[config.mk]
export PLATFORM = sky130hd
export DESIGN_NAME = wmvs_divider
export DESIGN_NICKNAME = d
export VERILOG_FILES = /design/src/rtl/core/wmvs_pkg.sv /design/src/rtl/core/wmvs_divider.sv
export SDC_FILE = /design/constraint.sdc
export NUM_CORES = 1
export LEC_CHECK = 0
export ABC_AREA = 1
export CAP_MARGIN = 5
export CELL_PAD_IN_SITES_DETAIL_PLACEMENT = 0
export CELL_PAD_IN_SITES_GLOBAL_PLACEMENT = 1
export CORE_MARGIN = 1
export CORE_UTILIZATION = 46
export DETAILED_ROUTE_END_ITERATION = 10
export DONT_BUFFER_PORTS = 1
export GPL_TIMING_DRIVEN = 0
export PLACE_DENSITY = 0.86
export SLEW_MARGIN = 20
export SYNTH_ARGS = -nofsm -noshare
export SYNTH_HDL_FRONTEND = slang
export SYNTH_SLANG_ARGS = --single-unit
[constraint.sdc]
create_clock -name clk_i -period 2.86 [get_ports clk_i]
set_clock_uncertainty 0.1 [all_clocks]
set_input_delay 0.429 -clock clk_i [delete_from_list [all_inputs] [get_ports clk_i]]
set_output_delay 0.429 -clock clk_i [all_outputs]
set_load 0.02 [all_outputs]
[src/rtl/core/wmvs_pkg.sv]
// Package: shared types and constants of the wedge-masked voxel statistics block.
package wmvs_pkg;

  localparam int COORD_BITS    = 10;
  localparam int VALUE_BITS    = 16;
  localparam int CTR_BITS      = COORD_BITS + 1;
  localparam int SCALE_BITS    = 16;
  localparam int TAN_BITS      = 25;
  localparam int TAN_FRAC      = 16;
  localparam int CNT_BITS      = 31;
  localparam int SUM_BITS      = VALUE_BITS + 30;
  localparam int DIFF_BITS     = COORD_BITS + 2;
  localparam int MAG_BITS      = DIFF_BITS - 1 + SCALE_BITS;
  localparam int MUL_A_BITS    = TAN_BITS;
  localparam int MUL_B_BITS    = MAG_BITS + 1;
  localparam int PROD_BITS     = MUL_A_BITS + MUL_B_BITS;
  localparam int CFG_IDX_BITS  = 3;
  localparam int CFG_DATA_BITS = TAN_BITS;

  localparam logic [CFG_IDX_BITS-1:0] CFG_CENTER_Y    = 3'd0;
  localparam logic [CFG_IDX_BITS-1:0] CFG_CENTER_Z    = 3'd1;
  localparam logic [CFG_IDX_BITS-1:0] CFG_SCALE_Y     = 3'd2;
  localparam logic [CFG_IDX_BITS-1:0] CFG_SCALE_Z     = 3'd3;
  localparam logic [CFG_IDX_BITS-1:0] CFG_TAN_LOW     = 3'd4;
  localparam logic [CFG_IDX_BITS-1:0] CFG_TAN_HIGH    = 3'd5;
  localparam logic [CFG_IDX_BITS-1:0] CFG_INVERT_MODE = 3'd6;

  localparam logic [CTR_BITS-1:0]          CENTER_RST   = 11'd1024;
  localparam logic [SCALE_BITS-1:0]        SCALE_RST    = 16'd4096;
  localparam logic signed [TAN_BITS-1:0]   TAN_LOW_RST  = -25'sd65536;
  localparam logic signed [TAN_BITS-1:0]   TAN_HIGH_RST = 25'sd65536;

  localparam logic signed [VALUE_BITS-1:0] VAL_MAX = {1'b0, {(VALUE_BITS-1){1'b1}}};
  localparam logic signed [VALUE_BITS-1:0] VAL_MIN = {1'b1, {(VALUE_BITS-1){1'b0}}};
  localparam logic [SUM_BITS-1:0] QUOT_POS_MAX = SUM_BITS'(2**(VALUE_BITS-1) - 1);
  localparam logic [SUM_BITS-1:0] QUOT_NEG_MAX = SUM_BITS'(2**(VALUE_BITS-1));

  typedef struct packed {
    logic signed [VALUE_BITS-1:0] voxel_value;
    logic [COORD_BITS-1:0]        y_index;
    logic [COORD_BITS-1:0]        z_index;
    logic                         is_last;
  } wmvs_in_t;

  typedef struct packed {
    logic [CNT_BITS-1:0]          voxel_count;
    logic signed [VALUE_BITS-1:0] min_value;
    logic signed [VALUE_BITS-1:0] max_value;
    logic signed [VALUE_BITS-1:0] mean_value;
  } wmvs_out_t;

  typedef struct packed {
    logic [CTR_BITS-1:0]        center_y;
    logic [CTR_BITS-1:0]        center_z;
    logic [SCALE_BITS-1:0]      scale_y;
    logic [SCALE_BITS-1:0]      scale_z;
    logic signed [TAN_BITS-1:0] tan_low;
    logic signed [TAN_BITS-1:0] tan_high;
    logic                       invert_mode;
  } wmvs_cfg_t;

  typedef struct packed {
    logic done;
    logic pass;
  } wmvs_wedge_res_t;

  typedef enum logic [2:0] {
    ST_IDLE,
    ST_TEST,
    ST_DIV_START,
    ST_DIV_WAIT,
    ST_EMIT
  } wmvs_state_e;

  typedef enum logic [2:0] {
    WS_IDLE,
    WS_MUL_Y,
    WS_MUL_Z,
    WS_MUL_LO,
    WS_MUL_HI,
    WS_DECIDE
  } wmvs_wedge_state_e;

endpackage

[src/rtl/core/wmvs_divider.sv]
// Restoring divider, one quotient bit per cycle.
module wmvs_divider (
  input  logic                              clk_i,
  input  logic                              rst_ni,
  input  logic                              start_i,
  input  logic [wmvs_pkg::SUM_BITS-1:0]     dividend_i,
  input  logic [wmvs_pkg::CNT_BITS-1:0]     divisor_i,
  output logic                              done_o,
  output logic [wmvs_pkg::SUM_BITS-1:0]     quot_o
);

  localparam int ITER_BITS = $clog2(wmvs_pkg::SUM_BITS);

  logic                               busy_q;
  logic [ITER_BITS-1:0]               cnt_q;
  logic [wmvs_pkg::SUM_BITS-1:0]      qd_q;
  logic [wmvs_pkg::CNT_BITS-1:0]      rem_q, dvs_q;
  logic [wmvs_pkg::CNT_BITS:0]        rem_sh, rem_sub;
  logic                               fits;

  assign rem_sh  = {rem_q, qd_q[wmvs_pkg::SUM_BITS-1]};
  assign rem_sub = rem_sh - {1'b0, dvs_q};
  assign fits    = rem_sh >= {1'b0, dvs_q};
  assign done_o  = busy_q && (cnt_q == ITER_BITS'(wmvs_pkg::SUM_BITS - 1));
  assign quot_o  = qd_q;

  always_ff @(posedge clk_i or negedge rst_ni) begin
    if (!rst_ni) begin
      busy_q <= 1'b0;
      cnt_q  <= '0;
    end else if (start_i) begin
      busy_q <= 1'b1;
      cnt_q  <= '0;
    end else if (busy_q) begin
      busy_q <= !done_o;
      cnt_q  <= cnt_q + 1'b1;
    end
  end

  always_ff @(posedge clk_i) begin
    if (start_i) begin
      qd_q  <= dividend_i;
      dvs_q <= divisor_i;
      rem_q <= '0;
    end else if (busy_q) begin
      qd_q  <= {qd_q[wmvs_pkg::SUM_BITS-2:0], fits};
      rem_q <= fits ? rem_sub[wmvs_pkg::CNT_BITS-1:0] : rem_sh[wmvs_pkg::CNT_BITS-1:0];
    end
  end

endmodule

==> flow_metrics.tcl, run 1 <==
set metrics [dict create \
    synthesis.area_sq_um 7390 \
    rows 45 \
    clk_latency_ns 0.43 \
    fp.dieW_um 129 \
    synth_ff_type "edfxtp_1" \
    initial_core_util_pct 47.9 \
    cp_max_fo 10 \
    slowest_delay_ns 0.46 \
    synth.top_cell.area_share_pct 31.3 \
    cp-end-kind "flip-flop" \
    synth_common_cells "nand2_1 (452), inv_1 (168), edfxtp_1 (77)" \
    avgSynthCellArea_sq_um 7.13 \
    io_pins 127 \
    cts_tree "built" \
    setup_tns_ns 0 \
    rsz0062_at_grt "no" \
    finalNetCount 1204 \
    cp_cell_sequence "inv_1, ha_1, fa_1, inv_1, nand2_1, nand2_1, nand3_1, nand2_2, nand2_2, nand3_2, nand2_4, nand2_4, buf_6, nand2_1, nand3_1, nand2_1" \
    crit_type "reg -> reg" \
    antenna_found_initial 0 \
    die_y_um 129 \
    synth_cell_types 38 \
    grt_overflow 0 \
    ys_warn_count 0 \
    synth_top_family_by_area "simple AND/OR/NAND/NOR gates" \
    first_iter_violations 384 \
    area_growth_pct 15.7 \
    cp_common_cell "nand2_1" \
    min_path_cells 0 \
    fin_crit_ns 2.64 \
    arrival_ns 2.87 \
    hold_violations 0 \
    min_to "dvs_q[0]$_DFFE_PP_" \
    die-area_sq_um 16600 \
    path_buf_inv 3 \
    muxShareOfSynthArea_pct 0 \
    fill_cells 1564 \
    gp_congestion 0.887 \
    synth-simple-area-share_pct 36.3 \
    drive_gt1_share_pct 6.71 \
    synth_edf_count 77 \
    async_flop_share_pct 6.09 \
    critPathRequiredTime_ns 3.08 \
    outcome "complete, no violations" \
    yosysTopAreaCell "edfxtp_1" \
    routed-via-count 6382 \
    antenna_left 0 \
    hpwlAfterDp_um 14300 \
    io_buffers 0 \
    n_antenna_cell 0 \
    syn_nets 1151 \
    crit_slowest_cell "edfxtp_1" \
    grt_start_max_net_pins 48 \
    r2r_setup_slack_ns 0.22 \
    clk_path_buf_depth 2 \
    seq_area_frac_synth_pct 42.0 \
    clock-sinks 115 \
    synthTopCellsByArea "edfxtp_1 (31%), nand2_1 (23%), inv_1 (8.5%)" \
    h-tree-depth 4 \
    hold_ws_ns 0.0188 \
    hold_class "in -> reg" \
    timing.slew.headroom_pct 53.1 \
    fmax_mhz 378 \
    cts_buffers 17 \
    r2r-end "rem_q[23]$_SDFFE_PP0P_" \
    clk_pin_slew_ns 0.07 \
    coreArea_sq_um 15400 \
    post_cts_buffers 0 \
    r2r_cells 16 \
    first_global_vias 6298 \
    synth-compound-area-share_pct 2.89 \
    setup_viol 0 \
    synthAdderAreaFrac_pct 5.85 \
    max_slew.worst_pin.slew_ns 0.703 \
    hold_start "start_i" \
    worstReg2RegStart "quot_o[45]$_DFFE_PP_" \
    synth-seq-cells 115 \
    ir_drop_v 0.000527 \
    routed_wl_um 19100 \
    syn-instance-count 1037 \
    dr.pass1.iters 5 \
    synthXorXnorAreaFrac_pct 1.78 \
    crit_family "simple AND/OR/NAND/NOR gates" \
    final_max_slew_viol_count 0 \
    drv_cap 0 \
    start_kind "flip-flop" \
    avgRoutedWirePerCell_um 14.6 \
    pwr_density_cell_nw_per_um2 943 \
    grt_pass1_wl_um 30900 \
    min_period_over_period_pct 92.4 \
    gr-usage-all-layers_pct 24.8 \
    drcViolationCount 0 \
    synth_most_common_cell "nand2_1" \
    cts-root-buf "clkbuf_16" \
    via_per_inst 4.86 \
    leakage_nw 4.42 \
]
[power by group]
part           total (mW)  leakage [nW]  switching (mW)  internal (mW)
clock network        1.96         0.247           0.842           1.11
registers            2.39          1.16           0.283           2.10
logic                3.73          3.02            2.34           1.39
[per-layer routing]
layer	share of wire, %	global-route usage (%)	routed length (um)	vias up
met5	0	0	0	-
met3	6.2	7.40	1190	17
li1	-	-	-	3309
met2	46	41.3	8820	178
met4	1.6	8.51	314	0
met1	46	30.6	8800	2878
[cells by family after synthesis]
kind of cell | after synthesis
xor+xnor | 15
simple gates | 629
buf+inv | 206
flops | 115
fa+ha+maj | 34
compound gates | 38
[flip-flops by register name (all words and copies together), names as in the netlist]
| register | count |
|---|---|
| dvs_q | 31 |
| busy_q | 1 |
| rem_q | 31 |
| cnt_q | 6 |
| quot_o | 46 |
[cell usage in the layout (no fill, tap or decap), types with 5 or more instances in the layout]
master,n
a21oi_1,15
o21ai_1,12
nand2_2,6
nand3_2,7
nor3_1,5
inv_2,6
dlygate4sd3_1,33
edfxtp_1,77
clkbuf_1,16
dfrtp_1,7
nand3_1,68
nor2_4,5
ha_1,33
clkbuf_16,17
nand2_1,452
xnor2_1,13
dfxtp_1,31
nand3b_1,17
clkinv_1,7
clkinvlp_4,5
nor2_1,49
and2_1,5
nand4_1,8
buf_6,5
inv_1,168
o21ai_0,5
[worst register-to-register path: cells and delay by family (launching register included)]
| family | cells | cell delay (ns) |
|---|---|---|
| simple gates | 11 | 0.96 |
| fa+ha+maj | 2 | 0.64 |
| buf+inv | 3 | 0.38 |
| flops | 1 | 0.46 |
[how the worst max path moves through the flow]
stage	start	end	slack (ns)	depth (start not counted)
after floorplan	start_i	quot_o[0]$_DFFE_PP_	0.28	3
after global placement	busy_q$_DFF_PN0_	quot_o[10]$_DFFE_PP_	-0.53	3
after detailed placement	quot_o[45]$_DFFE_PP_	rem_q[26]$_SDFFE_PP0P_	0.25	16
after CTS	quot_o[45]$_DFFE_PP_	rem_q[26]$_SDFFE_PP0P_	0.22	16
after global routing	quot_o[45]$_DFFE_PP_	rem_q[28]$_SDFFE_PP0P_	0.06	16
final	quot_o[45]$_DFFE_PP_	rem_q[23]$_SDFFE_PP0P_	0.22	16
[timing repair]
item	CTS	global route
resized for setup	0	0
hold endpoints to repair	38	1
hold buffers	32	1
[area by class of cell]
cell class                 instances  area (sq um)  area share, %
tap                              211           264           3.09
clock buffer                      19           433           5.06
clock inverter                    13           104           1.21
inverter                         181           679           7.94
multi-input combinational        716          3460           40.5
buffer                            25           146           1.71
sequential                       115          3110           36.3
timing repair buffer              34           358           4.18
[stage by stage]
step           instances  setup WS (ns)  area [sq um]  utilization [%]  total power [mW]
2_1_floorplan       1037          0.282          7390                -              5.24
6_report            1314          0.217          8560             55.5              8.07
3_3_place_gp        1248         -0.532          7660             49.6              6.06
4_1_cts             1313          0.219          8550             55.4              8.10
3_5_place_dp        1249          0.255          7690             49.8              6.08
5_1_grt             1314         0.0622          8560             55.5              8.75
No activity file was read; power rests on OpenSTA's default activity.
==> inputs of run 2 (changes only) <==
--- a/config.mk
+++ b/config.mk
@@ -5,16 +5,16 @@
 export SDC_FILE = /design/constraint.sdc
 export NUM_CORES = 1
 export LEC_CHECK = 0
-export ABC_AREA = 1
+export ABC_AREA = 0
 export CAP_MARGIN = 5
 export CELL_PAD_IN_SITES_DETAIL_PLACEMENT = 0
 export CELL_PAD_IN_SITES_GLOBAL_PLACEMENT = 1
 export CORE_MARGIN = 1
-export CORE_UTILIZATION = 46
+export CORE_UTILIZATION = 45
 export DETAILED_ROUTE_END_ITERATION = 10
 export DONT_BUFFER_PORTS = 1
 export GPL_TIMING_DRIVEN = 0
-export PLACE_DENSITY = 0.86
+export PLACE_DENSITY = 0.82
 export SLEW_MARGIN = 20
 export SYNTH_ARGS = -nofsm -noshare
 export SYNTH_HDL_FRONTEND = slang
==> constraint.sdc (replaced) <==
create_clock -name clk_i -period 2.4 [get_ports clk_i]
set_clock_uncertainty 0.1 [all_clocks]
set_input_delay 0.36 -clock clk_i [delete_from_list [all_inputs] [get_ports clk_i]]
set_output_delay 0.36 -clock clk_i [all_outputs]
set_load 0.02 [all_outputs]
==> run 2 against run 1 <==
The flow now finishes with violations (negative setup slack). Routed wire length down 21%. First-iteration DRC count down 47%. Core utilization up 2.9 points. Hold slack better by 0.017 ns. Synthesized cell count down 45%. Global-route usage down 2.8 points. Largest cell class is now registers.
==> flow_metrics.tcl, run 2 <==
set metrics [dict create \
    syn-instance-count 573 \
    fmax_mhz 322 \
    rows 42 \
    avgSynthCellArea_sq_um 10.9 \
    first_iter_violations 204 \
    clock-sinks 115 \
    cp_cell_sequence "inv_1, ha_2, fa_2, and2b_2, o2111ai_4, a21oi_4, nor2_2, o21bai_2, a21oi_2, o31a_1, mux2_4, a211oi_2" \
    crit_start "quot_o[45]$_DFFE_PP_" \
    gp_congestion 0.861 \
    path_buf_inv 1 \
    antenna_found_initial 0 \
    timing.slew.headroom_pct 34.3 \
    synth-seq-cells 115 \
    setup_viol 32 \
    worst-path-stages 12 \
    power.share.switching_pct 24.3 \
    cts_tree "built" \
    via_per_inst 5.60 \
    fp.dieW_um 120 \
    cp-end-kind "flip-flop" \
    detailed_place.area_sq_um 6520 \
    grt_overflow 0 \
    ir_drop_v 0.000543 \
    critPathRequiredTime_ns 2.64 \
    p_sw_mw 1.33 \
    die_y_um 120 \
    gr-usage-all-layers_pct 22.0 \
    drv_cap 0 \
    start_kind "flip-flop" \
    async_flop_share_pct 6.09 \
    r2r-end "rem_q[22]$_SDFFE_PP0P_" \
    initial_core_util_pct 46.6 \
    hpwlAfterDp_um 10400 \
    fin_crit_ns 3.11 \
    worstReg2RegStart "quot_o[45]$_DFFE_PP_" \
    io_buffers 0 \
    max_slew.worst_pin.slew_ns 0.981 \
    routed-via-count 4618 \
    die-area_sq_um 14300 \
    first_global_vias 4842 \
    synth.top_cell.area_share_pct 37.2 \
    clk_latency_ns 0.42 \
    p_int_mw 4.15 \
    crit_slowest_cell "edfxtp_1" \
    placedCellCount 750 \
    drive_gt1_share_pct 22.8 \
    pwr-share-clk_pct 47.1 \
    hold_violations 0 \
    pwr_density_cell_nw_per_um2 704 \
    io_pins 127 \
    hold_class "in -> reg" \
    synth_cell_types 55 \
    final_common_cell "edfxtp_1" \
    largest_register_ffs 46 \
    setup_tns_ns -20.75 \
    dr.pass1.iters 5 \
    synth_most_common_cell "edfxtp_1" \
    cts-root-buf "clkbuf_16" \
    seq_area_frac_synth_pct 50.0 \
    r2r_setup_slack_ns -0.71 \
    yosysTopAreaCell "edfxtp_1" \
    leakage_nw 3.17 \
    syn_nets 687 \
    min_period_over_period_pct 129 \
    grt_pass1_wl_um 24100 \
    ys_warn_count 0 \
    routed_wl_um 15000 \
    failed_checks "negative setup slack" \
    avgRoutedWirePerCell_um 18.3 \
    arrival_ns 3.34 \
    power_frac_comb_pct 8.2 \
    endpoint "rem_q[22]$_SDFFE_PP0P_" \
    stdcell_area_sq_um 7790 \
    pre_cts_slack_ns -1.01 \
    cp_max_fo 3 \
    cts_buffers 17 \
    area_growth_pct 25.2 \
    synth_common_cells "edfxtp_1 (77), nor2_1 (51), mux2_2 (50)" \
    fill_cells 1145 \
    setup_ws_ns -0.705 \
    h-tree-depth 4 \
    n_antenna_cell 0 \
    synthesis.area_sq_um 6220 \
    synth_ff_type "edfxtp_1" \
    crit_family "compound AO/OA/AOI/OAI gates" \
    fin_cells 824 \
    synth_edf_count 77 \
    slowest_delay_ns 0.50 \
    antenna_left 0 \
    outcome "finished with violations" \
    r2r_cells 12 \
    use_met3_pct 7.89 \
    finalNetCount 749 \
    rsz0062_at_grt "yes" \
    final_cell_mix "edfxtp_1 (77), mux2_2 (47), nor2_1 (42)" \
    met1_usage_pct 26.2 \
    synthTopCellsByArea "edfxtp_1 (37%), dfxtp_1 (10%), mux2_2 (9.1%)" \
    clk_path_buf_depth 2 \
    crit_type "reg -> reg" \
    final_max_slew_viol_count 0 \
    use_met2_pct 36.1 \
    busiest_layer "met2" \
    drcViolationCount 0 \
    clk_pin_slew_ns 0.06 \
    coreArea_sq_um 13300 \
    grt_start_max_net_pins 37 \
    pwr-share-seq_pct 44.7 \
]
==> run 2: power groups by stage <==
stage	registers (mW)	logic [mW]	clock network, mW
floorplan	2.46	0.296	0
global placement	2.49	0.353	0
detailed placement	2.49	0.365	0
CTS	2.45	0.433	2.62
global route	2.47	0.500	2.71
finish	2.45	0.450	2.59
==> run 2: area by class of cell <==
class / count / area, sq um / share of cell area (%)
Multi-Input combinational cell: 395 / 3080 / 39.6
Buffer: 21 / 141 / 1.81
Inverter: 42 / 158 / 2.02
Timing Repair Buffer: 43 / 475 / 6.10
Clock inverter: 12 / 159 / 2.04
Tap cell: 176 / 220 / 2.83
Sequential cell: 115 / 3110 / 39.9
Clock buffer: 20 / 447 / 5.73
==> run 2: metrics by stage <==
stage	utilization (%)	hold slack [ns]	power (mW)
global placement	48.7	-0.0352	2.84
CTS	56.9	0.0386	5.51
floorplan	-	-0.0356	2.76
finish	58.4	0.0362	5.49
global route	58.4	0.0326	5.68
detailed placement	48.9	-0.0352	2.85
==> run 2: timing repair <==
action | CTS | global route
gates resized for setup | 24 | 26
hold buffers | 33 | 0
gates cloned | 0 | 2
endpoints found under the hold margin | 69 | 0
pin swaps | 11 | 12
buffers inserted | 4 | 4
setup endpoints to repair | 32 | 32
==> run 2: cell families after synthesis <==
| logic type | Yosys count | synth area share [%] |
|---|---|---|
| compound gates | 137 | 14.5 |
| xor+xnor | 27 | 3.80 |
| fa+ha+maj | 34 | 6.96 |
| buf+inv | 63 | 4.24 |
| flops | 115 | 50.0 |
| mux | 59 | 10.5 |
| simple gates | 138 | 10.1 |
==> run 2: worst register-to-register path, stage by stage (launching register included) <==
cell and delay (ns):
edfxtp_1 0.50, inv_1 0.08, ha_2 0.19, fa_2 0.33, and2b_2 0.26, o2111ai_4 0.15, a21oi_4 0.24, nor2_2 0.08
o21bai_2 0.19, a21oi_2 0.10, o31a_1 0.32, mux2_4 0.31, a211oi_2 0.17
==> run 2: metal layers <==
| metal | vias to the layer above | wire length (um) |
|---|---|---|
| met5 | - | 0 |
| met4 | 0 | 297 |
| met3 | 19 | 1230 |
| met2 | 170 | 7170 |
| met1 | 2195 | 6350 |
| li1 | 2234 | - |
==> run 2: worst min-delay path by stage <==
stage / start / endpoint / slack [ns] / cells past startpoint
detailed placement: rst_ni / cnt_q[3]$_DFFE_PN0P_ / -0.04 / 0
CTS: dividend_i[0] / quot_o[0]$_DFFE_PP_ / 0.04 / 2
finish: dividend_i[0] / quot_o[0]$_DFFE_PP_ / 0.04 / 2
global placement: rst_ni / cnt_q[4]$_DFFE_PN0P_ / -0.04 / 0
floorplan: rst_ni / busy_q$_DFF_PN0_ / -0.04 / 0
global route: dividend_i[0] / quot_o[0]$_DFFE_PP_ / 0.03 / 2
==> inputs of run 3 (changes only) <==
--- a/config.mk
+++ b/config.mk
@@ -9,12 +9,12 @@
 export CAP_MARGIN = 5
 export CELL_PAD_IN_SITES_DETAIL_PLACEMENT = 0
 export CELL_PAD_IN_SITES_GLOBAL_PLACEMENT = 1
-export CORE_MARGIN = 1
+export CORE_MARGIN = 2
 export CORE_UTILIZATION = 45
 export DETAILED_ROUTE_END_ITERATION = 10
 export DONT_BUFFER_PORTS = 1
 export GPL_TIMING_DRIVEN = 0
-export PLACE_DENSITY = 0.82
+export PLACE_DENSITY_LB_ADDON = 0.1
 export SLEW_MARGIN = 20
 export SYNTH_ARGS = -nofsm -noshare
 export SYNTH_HDL_FRONTEND = slang
==> run 3 against run 2 <==
The flow still finishes with violations (negative setup slack). Global-route usage is 1.1 points lower. Final cell count stayed put. Flip-flop and latch count stayed put. Cell area is 0.48% lower. Non-clock buffer count stayed put. Largest power group is now sequential cells. Highest routed layer unchanged.
==> flow_metrics.tcl, run 3 (synthesis results as in run 2) <==
set metrics [dict create \
    min_to "quot_o[0]$_DFFE_PP_" \
    cts-root-buf "clkbuf_16" \
    leakage_nw 3.19 \
    rows 42 \
    coreArea_sq_um 13300 \
    clk_latency_ns 0.42 \
    initial_core_util_pct 46.6 \
    setup_viol 32 \
    crit_slowest_cell "edfxtp_1" \
    h-tree-depth 4 \
    antenna_found_initial 0 \
    outcome "finished with violations" \
    first_global_vias 4778 \
    failed_checks "negative setup slack" \
    routed_wl_um 14900 \
    cp_cell_sequence "inv_1, ha_2, fa_2, and2b_1, o2111ai_2, a21oi_2, buf_4, nor2_2, o21bai_4, a21oi_4, o31a_1, mux2_4, a211oi_2" \
    final_core_util_pct 58.1 \
    grt_start_max_net_pins 32 \
    hold_start "dividend_i[0]" \
    gr-usage-all-layers_pct 20.9 \
    ir_drop_v 0.000509 \
    largest_register_ffs 46 \
    area_growth_pct 24.6 \
    cp-end-kind "flip-flop" \
    drcViolationCount 0 \
    r2r_cells 13 \
    first_iter_violations 314 \
    routed-via-count 4583 \
    fp.dieW_um 122 \
    arrival_ns 3.37 \
    clk_path_buf_depth 2 \
    finalNetCount 749 \
    io_buffers 0 \
    min_path_cells 2 \
    pwr_density_cell_nw_per_um2 686 \
    final_cell_mix "edfxtp_1 (77), mux2_2 (46), nor2_1 (44)" \
    total_power_mw 5.32 \
    rsz0062_at_grt "yes" \
    final_max_slew_viol_count 0 \
    setup_ws_ns -0.736 \
    die_y_um 122 \
    max_slew.worst_pin.slew_ns 1.19 \
    worstReg2RegStart "quot_o[45]$_DFFE_PP_" \
    cts_tree "built" \
    cts_buffers 17 \
    hold_violations 0 \
    final_common_cell "edfxtp_1" \
    fin_crit_ns 3.14 \
    hpwlAfterDp_um 10300 \
    n_antenna_cell 0 \
    fin_cells 824 \
    io_pins 127 \
    hold_ws_ns 0.0403 \
    cp_max_fo 3 \
    dr.pass1.iters 4 \
    via_per_inst 5.56 \
    gp_congestion 0.845 \
    fmax_mhz 319 \
    slowest_delay_ns 0.50 \
    r2r-end "rem_q[22]$_SDFFE_PP0P_" \
    clock-sinks 115 \
    grt_overflow 0 \
    min_period_over_period_pct 131 \
    timing.slew.headroom_pct 20.5 \
    die-area_sq_um 14800 \
    clk_pin_slew_ns 0.06 \
    r2r_setup_slack_ns -0.74 \
    grt_pass1_wl_um 23500 \
    setup_tns_ns -20.11 \
    avgRoutedWirePerCell_um 18.1 \
    start_kind "flip-flop" \
    antenna_left 0 \
    critPathRequiredTime_ns 2.63 \
    drv_cap 0 \
    placedCellCount 750 \
    drive_gt1_share_pct 22.2 \
    hold_class "in -> reg" \
    crit_type "reg -> reg" \
]
==> run 3: cell count changes in the layout (fill, tap and decap cells not counted), moves of 2 or more <==
cell,delta
clkbuf_1,-3
clkinv_4,-2
o21ai_0,-2
nor2_1,+2
bufinv_16,-2
a21oi_2,-2
o21ai_2,+3
a211oi_1,+2
inv_6,+6
a211oi_2,-2
==> run 3: worst max-delay path by stage <==
stage                               from                     end  cells past startpoint
detailed placement  quot_o[45]$_DFFE_PP_  rem_q[29]$_SDFFE_PP0P_                     13
finish              quot_o[45]$_DFFE_PP_  rem_q[22]$_SDFFE_PP0P_                     13
CTS                 quot_o[45]$_DFFE_PP_  rem_q[26]$_SDFFE_PP0P_                     14
global placement    quot_o[45]$_DFFE_PP_  rem_q[29]$_SDFFE_PP0P_                     13
floorplan           quot_o[45]$_DFFE_PP_  rem_q[22]$_SDFFE_PP0P_                     12
global route        quot_o[45]$_DFFE_PP_  rem_q[22]$_SDFFE_PP0P_                     13
==> run 3: per-stage QoR <==
step / instance area, sq um / setup slack (ns)
after detailed placement: 6530 / -1.02
after floorplan: 6280 / -0.442
after global placement: 6500 / -1.02
final: 7750 / -0.736
after global routing: 7750 / -0.877
after CTS: 7580 / -0.741
==> run 3: timing repair <==
item / 4_1_cts / 5_1_grt
setup endpoints to repair: 58 / 32
endpoints found under the hold margin: 69 / 0
pin swaps: 12 / 7
hold buffers: 33 / 0
gates resized for setup: 24 / 27
setup buffers: 5 / 2
cloned: 0 / 2
==> run 3: metal layers <==
layer | track usage (%) | wire [um]
met5 | 0 | 0
met3 | 7.26 | 992
met2 | 34.0 | 7080
met4 | 6.97 | 242
met1 | 26.0 | 6560
==> run 3: cell type report <==
type,count,area [sq um]
multi-input combinational,395,3060
buffer,21,155
clock inverter,15,144
inverter,42,158
fill,1171,5590
timing repair buffer,43,483
sequential,115,3110
tap,176,220
clock buffer,17,425
==> run 3: critical path, delay by kind of cell, from the launching register on <==
family / cells / cell delay (ns)
AOI/OAI and AO/OA: 6 / 1.08
adders and majority gates: 2 / 0.52
DFF: 1 / 0.50
muxes: 1 / 0.31
and+or+nand+nor: 2 / 0.29
buffers and inverters: 2 / 0.24
==> run 3: power breakdown <==
group	total, mW	internal (mW)	leakage [nW]	switching [mW]
clock	2.44	1.45	0.275	0.988
combinational	0.434	0.214	1.78	0.220
sequential	2.45	2.27	1.13	0.177
total	5.32	3.93	3.19	1.38
